$ cat src/rtl/core/plp_pkg.sv
// Package: shared types, codes and constants of the pulse pileup synthesizer.
package plp_pkg;

	localparam int SHAPE_DEPTH_DEF = 1024;
	localparam int MAX_TRIG_DEF    = 7;

	localparam int SHAPE_W   = 16;
	localparam int INDEX_W   = 10;
	localparam int TRIG_W    = 3;
	localparam int NOISE_W   = 16;
	localparam int OUT_W     = 24;
	localparam int AMP_W     = 16;
	localparam int LEN_W     = 11;
	localparam int PADDR_W   = 4;
	localparam int PDATA_W   = 32;
	localparam int OUT_SHIFT = 8;

	localparam int OUT_MAX = 8388607;
	localparam int OUT_MIN = -8388608;

	localparam logic [AMP_W-1:0] AMP_RESET = 16'd256;
	localparam logic             POL_RESET = 1'b0;
	localparam logic [LEN_W-1:0] LEN_RESET = 11'd1024;

	localparam logic [1:0] REG_AMPLITUDE    = 2'd0;
	localparam logic [1:0] REG_POLARITY     = 2'd1;
	localparam logic [1:0] REG_SHAPE_LENGTH = 2'd2;

	localparam logic KIND_LOAD = 1'b0;
	localparam logic KIND_TICK = 1'b1;

	typedef enum logic [2:0] {
		ST_IDLE,
		ST_RUN,
		ST_SCALE,
		ST_POLAR,
		ST_FINISH
	} plp_state_t;

	typedef struct packed {
		logic load;
		logic shift;
		logic rotate;
	} plp_chain_ctl_t;

	typedef struct packed {
		logic [AMP_W-1:0] amplitude;
		logic             negative_polarity;
		logic [LEN_W-1:0] shape_length;
	} plp_cfg_t;

endpackage

$ cat src/rtl/core/plp_cfg_regs.sv
// APB configuration registers: amplitude, polarity and shape length.
module plp_cfg_regs (
	input  logic                          clk,
	input  logic                          arst_n,
	input  logic                          psel,
	input  logic                          penable,
	input  logic                          pwrite,
	input  logic [plp_pkg::PADDR_W-1:0]   paddr,
	input  logic [plp_pkg::PDATA_W-1:0]   pwdata,
	output logic [plp_pkg::PDATA_W-1:0]   prdata,
	output logic                          pready,
	output plp_pkg::plp_cfg_t             cfg
);

	logic       wr_en;
	logic [1:0] reg_idx;

	plp_pkg::plp_cfg_t cfg_q;

	assign pready  = 1'b1;
	assign wr_en   = psel && penable && pwrite && pready;
	assign reg_idx = paddr[3:2];
	assign cfg     = cfg_q;

	always_ff @(posedge clk or negedge arst_n) begin
		if (!arst_n) begin
			cfg_q.amplitude         <= plp_pkg::AMP_RESET;
			cfg_q.negative_polarity <= plp_pkg::POL_RESET;
			cfg_q.shape_length      <= plp_pkg::LEN_RESET;
		end else if (wr_en) begin
			unique case (reg_idx)
				plp_pkg::REG_AMPLITUDE:    cfg_q.amplitude         <= pwdata[plp_pkg::AMP_W-1:0];
				plp_pkg::REG_POLARITY:     cfg_q.negative_polarity <= pwdata[0];
				plp_pkg::REG_SHAPE_LENGTH: cfg_q.shape_length      <= pwdata[plp_pkg::LEN_W-1:0];
				default: ;
			endcase
		end
	end

	always_comb begin
		unique case (reg_idx)
			plp_pkg::REG_AMPLITUDE:
				prdata = {{(plp_pkg::PDATA_W-plp_pkg::AMP_W){1'b0}}, cfg_q.amplitude};
			plp_pkg::REG_POLARITY:
				prdata = {{(plp_pkg::PDATA_W-1){1'b0}}, cfg_q.negative_polarity};
			plp_pkg::REG_SHAPE_LENGTH:
				prdata = {{(plp_pkg::PDATA_W-plp_pkg::LEN_W){1'b0}}, cfg_q.shape_length};
			default:
				prdata = '0;
		endcase
	end

endmodule

$ cat config.mk
export PLATFORM = sky130hd
export DESIGN_NAME = plp_cfg_regs
export DESIGN_NICKNAME = d
export VERILOG_FILES = /design/src/rtl/core/plp_pkg.sv /design/src/rtl/core/plp_cfg_regs.sv
export SDC_FILE = /design/constraint.sdc
export NUM_CORES = 1
export LEC_CHECK = 0
export BUFFER_PORTS_ARGS = -buffer_cell sky130_fd_sc_hd__buf_2
export CORE_MARGIN = 2
export CORE_UTILIZATION = 44
export DETAILED_ROUTE_END_ITERATION = 7
export PLACE_DENSITY = 0.84
export RECOVER_POWER = 50
export SLEW_MARGIN = 10
export SYNTH_ARGS = -nofsm -noshare
export SYNTH_HDL_FRONTEND = slang
export SYNTH_SLANG_ARGS = --single-unit
$ cat constraint.sdc
create_clock -name clk -period 1.4 [get_ports clk]
set_input_delay 0.28 -clock clk [delete_from_list [all_inputs] [get_ports clk]]
set_output_delay 0.28 -clock clk [all_outputs]
set_load 0.005 [all_outputs]
# Yosys cells after proc, flatten, opt, wreduce, memory -nomap -nowiden
# Cells that the tools add are included.
[classes] muxes=1 n_eq_ne=2 n_reduce_logical=6
[op_table] op="16-bit one-hot mux with 3 select lines" count=1
[op_table] op="2-bit AND reduction" count=3
[op_table] op="2-bit by 1-bit == test with 1-bit output (second input constant)" count=1
[op_table] op="2-bit == test (second input constant)" count=1
[op_table] op="1-bit logical AND" count=2
[op_table] op="2-bit zero test" count=1
[word_totals] output_inout_bits=61 ff_bits=28 elab_cells=12 input_bits=41

# Longest topological paths before layout
# Gate-level depths: netlist of the first run.
[depth] word_depth=3 mapped_depth=4 mapped_depth_nobuf=3

# Worst setup path after synthesis of the first run
# No wires, ideal clock.
[synth_timing] kind="in2reg" from="in paddr[2] (netlist bit)" to="reg cfg_q (netlist bit cfg[12])" path_buffers=2 arrival_ns=1.206 path_slack_ns=0.069 t_required_ns=1.275 cell_stages=4 setup_ns=0.125 path_cell_list="buf_6 > nor3_4 > buf_12 > mux2_4"
[synth_via] elab_chain_cells=2
[synth_rtl] element="start: declaration" line="plp_cfg_regs.sv:8" rtl="input logic [plp_pkg::PADDR_W-1:0] paddr,"
[synth_rtl] element="2-bit zero test" line="plp_cfg_regs.sv:31" rtl="unique case (reg_idx)"
[synth_rtl] element="2-bit AND reduction (no line)"
[synth_rtl] element="end: declaration" line="plp_cfg_regs.sv:18" rtl="plp_pkg::plp_cfg_t cfg_q;"
# No other way between the ends.
# A chain may end at the register's enable or synchronous reset.

# Final worst setup path of the first run
[layout_timing] from="reg cfg_q (netlist bit cfg[20])" to="out prdata[8] (netlist bit)"
[layout_via] elab_chain_cells=1
[layout_rtl] element="16-bit one-hot mux with 3 select lines" line="plp_cfg_regs.sv:41" rtl="unique case (reg_idx)"
[layout_rtl] element="end: declaration" line="plp_cfg_regs.sv:10" rtl="output logic [plp_pkg::PDATA_W-1:0] prdata,"
# No other way between the ends.

==> results summary, run 1 <==
The overall fraction of global-route tracks in use came out at 0.161. The critical path goes through mux2i_1 > nor2_1 > buf_2. Leaving out fill and tap cells, the most frequent cell in the layout is buf_2. The class of the most critical hold timing path is primary input to flop. The number of setup violations in the final report came out at 8.

The sum of negative setup slack is -0.301 ns. The post-synthesis instance total came out at 114. The buffer and inverter count on the worst path came out at 1. The critical path required time is 1.12 ns. The die outline area came out at around 0.0039 mm^2.

The number of iterations in the first detailed-routing pass is 3. The dominant combinational cell family by area after synthesis is multiplexers. Of the available clock period, the critical path in the final layout requires 1.04. Including well taps, the total number of placed cells is 227. The total global routing overflow came out at 0. The number of stages on the worst setup path came out at 3.

TritonCTS built the clock tree. The startpoint identified for the worst register-to-register timing path is cfg[12]. The initial antenna violation count is 0.

The leakage power total came out at 0.00103 uW. The horizontal extent of the die came out at slightly above 60 um. The number of buffers inserted during clock tree synthesis came out at 3. The flow ran to the end, but the final reports show violations. After the last flow step, the layout net total stands at 236. The number of rows in the core area is 21. The wire length of the first global-routing pass came out at 4950 um. The setup slack of the worst register-to-register path came out at 0.48 ns.

For the final database, setup skew stands at 0 ns. The final number of hold-violating endpoints is 0. The simple logic cell fraction of the synthesized area is 0.0847. The root buffer cell chosen for the clock tree is clkbuf_4. The worst stage delay on the critical path is 0.57 ns. The data arrival time at the worst-slack endpoint came out at 1.18 ns. Setup repair after global routing could not meet its margin everywhere.

The max capacitance violation total is 0. The compound-cell area share of the yosys netlist is 0.00336. The synthesized-area fraction occupied by xor and xnor cells came out at 0. The count of buffers from port buffering is 66.

The mapped netlist covers 0.00149 mm^2. For this run, design rule violations remaining after detail routing come to 0. The TritonCTS sink count is 28. The total wire length is just over 3000 um. The cell with the biggest individual delay on the critical path is dfstp_2. The critical path starts at cfg[20]. The synthesis warning total is 0.

The critical path in this run is classified as flop to primary output. The register with the most flip-flops in the layout has 28 of them. The final max-slew violation count is 0. The clock transition at the registers of the reported paths came out at ~0.15 ns.

Entering global routing, the biggest net connects 29 pins. The final critical path time including I/O delays and setup is 1.46 ns. In the final layout, the share of cells above drive strength 1 is 0.562. The final critical-path setup slack is -0.0595 ns. The average size of a mapped cell is 13.1 um^2.

Along the worst hold path, the cell count comes to 2. At the pin with the least slew margin, the transition time is 0.687 ns. The overall via count from detail_route came out at ~1.1k.

The critical path startpoint category is a flop. The fmax came out at 0.685 GHz. On the critical path the largest part of the delay comes from flip-flops. The weighted congestion reported at the end of routability-driven placement came out at 0.669. The count of placed standard cells in the final layout, fillers left out is 240. The post-synthesis adder-cell area fraction came out at 0. The vertical extent of the die came out at between 60 and 70 um. The worst voltage drop across the vdd grid is 0.683 mV. Overall power consumption after layout is estimated at 2410 uW.

The clock passes through at most 2 buffers. Detailed placement ended at an HPWL of 2360 um. The area of the core came out at around 0.0033 mm^2.

Of all nets on the critical path, the largest fanout is 3. CTS built an H-tree with a depth of 1. The share of synthesized area spent on multiplexers came out at 0.310. The origin of the worst min-delay path is pwdata[14]. The count of cell types in the netlist is 19. The final-layout fill cell count came out at around 310. The number of nets with antenna violations after routing is 0. The power density over the cells came out at about 1300 mW/mm^2. The headroom to the max-slew limit is 0.542. The number of global-route vias before repair came out at 1007. In the final routed layout, each cell accounts on average for 12.9 um. Counting flops and latches in the post-synthesis netlist gives 28. The insertion delay to the later sink of the worst-skew pair is 0.32 ns.

The initial utilization of the core area, before any placement, comes to 0.454. The count of antenna diodes in the layout is 0. The critical path capture point type is a primary output. The via-per-instance ratio came out at 4.48. The worst hold slack came out at 0.156 ns. In the layout the commonest cells are 64 x buf_2, 26 x dfrtp_1, 18 x mux2_2. From synthesis to final layout, the design area changed by 27.6%. Counting cells, the worst reg-to-reg path comes to 2.

Timing analysis after detailed placement gives a worst setup slack of ~0.015 ns. The checks that failed: negative setup slack. The number of DRC markers in iteration 0 is 10.

Of the synthesized area, sequential elements account for 0.471. The number of top-level pins is 102.
[area by class of cell]
class / count / area [um^2] / share of cell area
Multi-Input combinational cell: 78 / 627 / 0.329
Sequential cell: 28 / 703 / 0.369
Tap cell: 46 / 57.6 / 0.0302
Clock buffer: 3 / 22.5 / 0.0118
Timing Repair Buffer: 84 / 463 / 0.243
Clock inverter: 1 / 30.0 / 0.0158
[kinds of logic after synthesis]
kind of cell | Yosys count
AOI/OAI and AO/OA | 1
buffers and inverters | 23
DFF | 28
muxes | 39
other | 2
and+or+nand+nor | 21
[per-layer routing]
metal	global-route usage	vias to the layer above	wire, um
met2	0.268	51	1470
met4	0.0500	0	17
li1	-	509	-
met3	0.0308	2	230
met5	0	-	0
met1	0.213	512	1370
[stage by stage]
stage / area (um^2) / utilization
after floorplan: 1550 / -
after global placement: 1820 / 0.553
after detailed placement: 1820 / 0.553
after CTS: 1890 / 0.574
after global routing: 1900 / 0.579
final: 1900 / 0.579
[final timing paths]
path                        endpoint
max                        prdata[8]
min                          cfg[26]
max reg2reg                  cfg[12]
min reg2reg                  cfg[23]
max in group asynchronous    cfg[11]
min in group asynchronous    cfg[15]
[worst register-to-register path, cell delays in order, from the launching register on]
cell and delay, ns:
dfrtp_1 0.42, buf_4 0.13, mux2_1 0.27
[report_power, final]
| part | total, uW | switching [uW] | leakage (uW) | internal, uW |
|---|---|---|---|---|
| logic | 739 | 289 | 0.000659 | 450 |
| registers | 1140 | 135 | 0.000340 | 1010 |
| clock network | 526 | 236 | 0.0000279 | 289 |
| total | 2410 | 660 | 0.00103 | 1750 |
[cell usage after synthesis (all sizes together)]
cell / instances / area [um^2]
mux2: 28 / 353
dfrtp: 26 / 651
buf: 22 / 183
mux2i: 11 / 110
nor2: 11 / 41.3
and2: 5 / 31.3
conb: 2 / 7.51
dfstp: 2 / 52.6
nor3b: 2 / 20.0
clkbuf: 1 / 3.75
nand3: 1 / 10.0
nand3b: 1 / 7.51
nor3: 1 / 16.3
o21ai: 1 / 5.00
[what timing repair did]
item                                   in CTS  in global routing
pin swaps                                   0                  0
buffers inserted                            1                  7
endpoints found under the hold margin      26                  0
cloned                                      0                  0
hold buffers                                1                  0
setup endpoints to repair                   2                 12
gates resized for setup                     0                  2
No activity file was read; power rests on OpenSTA's default activity.
==> inputs of run 2 (changes only) <==
Settings changed: ABC_AREA from default to 1, CORE_ASPECT_RATIO from default to 0.8.
==> results summary, run 2 <==
The run finished with clean final reports. The number of setup violations in the final report is 0. The internal power of the cells totals 1620 uW. The max capacitance violation total is 0.

By area the synthesized netlist is led by dfrtp_1 43%, nand2_1 29%, buf_4 9.0%. Row generation in the floorplan step produced 18 rows. The final cell utilization of the core is 0.579.

Of the synthesized area, sequential elements account for 0.469. The total met2 wirelength after detailed routing is 1580 um. The number of iterations in the first detailed-routing pass is 4.

The count of buffers from port buffering came out at 66. For this block, the via count after detailed routing is about 1.3k. The fmax is 0.765 GHz. Setup repair after global routing left no endpoint under its margin. The weighted congestion reported at the end of routability-driven placement came out at 0.760. The final max-slew violation count came to 0. The number of flip-flops under the largest register name is 28. The count of nets after finishing came out at 303. The number of top-level pins came out at a little over 100.

The total wire length came out at 3300 um. Of the total power, registers draw 0.488. The TritonCTS clock tree is yes. The worst-case clock buffer depth came out at 2.

The fraction of the cycle the final worst path needs came out at 0.934. The count of antenna diodes in the layout is 0. For this run, the number of Yosys warnings is 0. The net switching component of the power is 647 uW. The top layer reached by signal wires is met4.

The wire length of the first global-routing pass is 5460 um. In the final routed layout, each cell accounts on average for 11.0 um. The floorplan step defined a die boundary enclosing 0.00389 mm^2. The total of hold buffers inserted after clock tree synthesis is 0.

CTS built an H-tree with a depth of 1. The headroom to the max-slew limit is 0.538. Clock-pin slew was measured on the worst setup and hold paths at about 0.09 ns.

The combinational share of power is 0.238. The pin slew with the least headroom to its limit came out at approximately 0.69 ns. The leakage power total is roughly 0.0012 uW. Among all cell types in the netlist, the one instantiated most often is nand2_1. The worst setup path is captured at a primary output. The worst voltage drop across the vdd grid is 0.800 mV.

The number of global-route vias before repair is 1230. The worst setup path is launched from a flop. The share of final-layout standard cells stronger than drive strength 1 is 0.322. CTS saw 28 sinks. In this run, CTS created clock tree buffers numbering 3. Across every metal layer, demand over resource in global routing totals 0.177.

The met3 wire length is ~230 um. The core region is 0.00318 mm^2. The share of the synthesized area in the top cell type came out at 0.434. The final critical path time including I/O delays and setup came out at 1.31 ns. In the final routing, the length of wire on met1 measures 1460 um.

Clock skew on the completed layout was measured at 0 ns. The estimated wirelength of the detail-placed design is 2430 um. The commonest cells after synthesis are 115 x nand2_1, 26 x dfrtp_1, 18 x buf_4. After clock tree synthesis, the setup repair step added 0 buffers.

The average size of a mapped cell came out at 7.61 um^2. In this run, post-CTS repair resized a total of 0 instances. The total global routing overflow came out at 0. The area growth from synthesis to layout is 22.7%. For the worst setup path, the data required time is 1.12 ns. The horizontal extent of the die is a little under 70 um. The initial antenna violation count was 0. The classification of the worst setup path is flop to primary output. The maximum fanout along the worst path came out at 3. The pin count of the biggest net entering global routing is 29. The count of flip-flops with a built-in enable after synthesis is 0. The number of DRC markers in iteration 0 is 23. The starting density of the core came out at 0.472.

The post-synthesis async set-or-reset flop share is 1.00. The path class of the tightest hold or removal check is primary input to asynchronous set/reset pin. The post-synthesis sequential element count is 28. Of the total power, the clock network draws 0.275.

The data arrival time at the worst-slack endpoint is 1.03 ns. The post-synthesis instance total is between 150 and 200. The sum of negative setup slack came out at 0 ns. The buffer type at the clock tree root is clkbuf_8. In this run the power density over the cells is 1230 mW/mm^2. The detail route stage leaves a number of antenna-violating nets equal to 0.

In the layout the commonest cells are 117 x nand2_1, 63 x buf_2, 26 x dfrtp_1. The final-layout fill cell count came out at roughly 320. The switching fraction of total power is 0.285. The vertical extent of the die is between 50 and 60 um. The count of cell types in the netlist came out at 18.

dfrtp_1 takes more of the synthesized area than any other cell. The area of the mapped netlist is roughly 0.0015 mm^2. The commonest non-fill, non-tap cell in the layout is nand2_1. The final number of hold-violating endpoints came out at 0. The post-detailed-route DRC marker count is 0. The insertion delay to the later sink of the worst-skew pair came out at between 0.2 and 0.3 ns.

The via-per-instance ratio is between 4 and 5. In the synthesized netlist the dominant register cell turns out to be dfrtp_1.
[run 2: cell count changes in the layout (fill, tap and decap cells not counted), sizes merged, moves of 2 or more]
cell	delta
nand2	+122
buf	-14
nor3b	-2
inv	+9
mux2i	-11
nand3	+2
mux2	-28
and2	-5
[run 2: final timing paths]
kind,start,endpoint,slack (ns),cells past startpoint
worst max-delay path,cfg[20],prdata[8],0.09,3
max in group asynchronous,arst_n,cfg[8],0.92,1
worst min register to register,cfg[10],cfg[10],0.48,2
worst max register to register,cfg[20],cfg[20],0.66,2
worst min-delay path,arst_n,cfg[25],0.03,1
min in group clk,pwdata[11],cfg[23],0.21,3
[run 2: through the flow]
step | total power, uW | cells | setup WS (ns) | instance area [um^2] | hold WS (ns)
after floorplan | 1390 | 212 | 0.370 | 1560 | -0.0156
after global placement | 1650 | 297 | 0.00221 | 1780 | 0.317
after detailed placement | 1670 | 297 | -0.0413 | 1780 | 0.330
after CTS | 2300 | 301 | 0.0549 | 1850 | 0.0228
after global routing | 2420 | 301 | 0.0167 | 1840 | 0.0736
final | 2270 | 301 | 0.0927 | 1840 | 0.0328
[run 2: power by group through the flow]
| stage | combinational (uW) | clock (uW) | sequential, uW |
|---|---|---|---|
| 6_report | 539 | 622 | 1110 |
| 5_1_grt | 616 | 672 | 1130 |
| 4_1_cts | 551 | 645 | 1110 |
| 3_5_place_dp | 553 | 0 | 1120 |
| 3_3_place_gp | 531 | 0 | 1120 |
| 2_1_floorplan | 262 | 0 | 1130 |
[run 2: worst max-delay path: stages, from the launching register on]
cell and delay, ns:
dfstp_2 0.55, nand2_1 0.05, nand2_1 0.05, buf_2 0.10
[run 2: layout make-up]
type / instances / area [um^2] / area share
clock buffer: 3 / 41.3 / 0.0224
clock inverter: 1 / 30.0 / 0.0163
inverter: 9 / 36.3 / 0.0197
multi-input combinational: 152 / 623 / 0.339
sequential: 28 / 703 / 0.382
tap: 40 / 50.0 / 0.0272
timing repair buffer: 68 / 355 / 0.193
[run 2: cells by family (layout without fill, tap and decap cells)]
kind of cell / after synthesis / count (layout) / share of synthesized area
AND/OR/NAND/NOR: 135 / 135 / 0.378
buffers and inverters: 32 / 81 / 0.148
flip-flops: 28 / 28 / 0.469
other: 2 / 17 / 0.00501
[run 2: metal layers]
layer | vias to the layer above | global-route usage
met5 | - | 0
met4 | 0 | 0.0336
met3 | 4 | 0.0543
met2 | 48 | 0.316
met1 | 582 | 0.213
li1 | 676 | -
==> inputs of run 3 (changes only) <==
Settings changed: BUFFER_PORTS_ARGS -buffer_cell sky130_fd_sc_hd__buf_2 to -buffer_cell sky130_fd_sc_hd__buf_4.
==> results summary, run 3 (synthesis results as in run 2) <==
The starting density of the core is 0.472. Setup violations remaining at the end of the flow were counted as 0. The final critical-path setup slack is 0.0745 ns.

The class of the most critical hold timing path is primary input to flop. The final max-slew violation count is 0. The TritonCTS clock tree is yes.

The family of cells with the greatest summed delay on the critical path is flip-flops. The worst slack after detailed placement came out at 0.00289 ns. The top layer reached by signal wires is met4. The worst voltage drop across the vdd grid is 0.916 mV.

The data arrival time at the worst-slack endpoint came out at 1.05 ns. Summed over all cells, the static leakage comes to 0.00119 uW. The detailed router finished its first iteration with 57 violations. The final number of hold-violating endpoints came out at 0. At the worst endpoint, the required time is 1.12 ns. The overall via count from detail_route came out at around 1.3k. The fmax came out at about 0.75 GHz.

The via-per-instance ratio came out at 4.38. The first TritonRoute pass finished after 4 iterations. 0 antenna diodes ended up in the layout. The run finished with clean final reports. The total setup buffers inserted after CTS came out at 0. CTS placed an instance of clkbuf_8 at the clock tree root. The weighted congestion reported at the end of routability-driven placement is roughly 0.80.

The worst setup path is launched from a flop. The area of the core is about 0.0032 mm^2. The worst stage delay on the critical path is approximately 0.56 ns. Setup repair after global routing left no endpoint under its margin. The count of nets after finishing is roughly 300.

The worst setup path is captured at a primary output. The worst setup path is of the flop to primary output kind. The setup slack of the worst register-to-register path is 0.66 ns.

The buffer and inverter count on the worst path came out at 1. The final cell utilization of the core came out at 0.626. After layout, the design draws a total of approximately 2300 uW. The insertion delay to the later sink of the worst-skew pair came out at 0.27 ns.

The cell seen most often among critical-path stages is nand2_1. The total wire length is between 3000 and 4000 um. The total global routing overflow came out at 0. The number of flip-flops under the largest register name came out at 28. The die outline area came out at 0.00389 mm^2. The number of nets with antenna violations after routing is 0.

The area growth from synthesis to layout came out at 32.6%. The pin slew with the least headroom to its limit is 0.662 ns. The headroom to the max-slew limit is 0.558. Once the clock tree was built, the resizer swapped 0 gates to a different size. In this run the worst path has a maximum fanout of 3. The number of placed cells counting well taps is 298.

The total met2 wirelength after detailed routing came out at 1710 um. Leaving out fill and tap cells, the most frequent cells in the layout are 116 x nand2_1, 61 x buf_4, 26 x dfrtp_1. The worst-case clock skew is 0 ns. The sum of negative setup slack is 0 ns.

Leaving out filler cells and counting taps, the final layout contains 303. The first global-routing pass estimated 5820 um of wire. Buffers placed on the I/O ports in this run total 66.

The number of global-route vias before repair came out at 1256. The number of buffers inserted during clock tree synthesis is 3. The clock transition at the registers of the reported paths is about 0.090 ns.

Tracing the worst setup path back leads to its startpoint at cfg[20]. The estimated wirelength of the detail-placed design is 2580 um. The worst hold path terminates at cfg[23]. Traced cell by cell, the critical path runs through nand2_1 > nand2_1 > buf_4.

The power density over the cells came out at 1140 mW/mm^2. In this run the deepest clock path goes through 2 buffers. The mean routed wirelength per cell is 11.4 um. The total of hold buffers inserted after clock tree synthesis came out at 1.

Across the run, the number of max-cap violations was 0. The pin count of the biggest net entering global routing came out at 29. The initial antenna violation count is 0. In the final layout, the share of cells above drive strength 1 is 0.331. The end of the worst register-to-register path is cfg[20]. a little over 100 I/O pins were placed. The wire length on met1 is around 1500 um. The die is 56.2 um tall.

In this run the most critical hold path is launched from pwdata[11]. Of the available clock period, the critical path in the final layout requires 0.947. The number of rows in the core area is 18. The post-detailed-route DRC marker count is 0. The met3 wire length is approximately 280 um. The library cell used most frequently in the layout, excluding fill and tap cells, is nand2_1. The worst register-to-register path begins at cfg[20]. Among all stages on the critical path, the largest delay is contributed by dfstp_2.

The depth of the most critical reg-to-reg path is 2. Clock tree synthesis found a total of 28 sinks. The worst hold path stage count came out at 3. The horizontal extent of the die came out at 69.3 um.

CTS built an H-tree with a depth of 1. The overall fraction of global-route tracks in use came out at 0.185. The final critical path time including I/O delays and setup came out at roughly 1.3 ns.
[run 3: per-layer routing]
| metal | track usage | vias up |
|---|---|---|
| li1 | - | 677 |
| met1 | 0.227 | 599 |
| met2 | 0.332 | 50 |
| met3 | 0.0562 | 2 |
| met4 | 0.0168 | 0 |
| met5 | 0 | - |
[run 3: final cells by class]
type / count / area [um^2]
fillers: 284 / 1190
flip-flops and latches: 28 / 703
inverters: 9 / 33.8
clock buffers: 4 / 55.1
repair buffers: 70 / 518
well taps: 40 / 50.0
multi-input cells: 152 / 628
[run 3: power breakdown]
part	switching (uW)	internal [uW]
combinational	287	377
sequential	137	983
clock	238	251
[run 3: per-stage QoR]
stage,hold WS (ns),instance area [um^2]
floorplan,-0.0156,1560
detailed placement,0.215,1940
global placement,0.210,1940
global route,0.209,1990
finish,0.207,1990
CTS,0.203,2000
[run 3: how the worst max path moves through the flow]
stage / slack (ns) / end / depth (start not counted)
finish: 0.07 / prdata[8] / 3
global route: 0.03 / prdata[7] / 7
CTS: 0.06 / prdata[8] / 3
detailed placement: 0.003 / cfg[5] / 7
global placement: 0.02 / cfg[4] / 7
floorplan: 0.37 / prdata[10] / 6
[run 3: tightest hold or removal path, cell delays in order]
cell and delay, ns:
buf_4 0.08, nand2_1 0.04, nand2_1 0.05
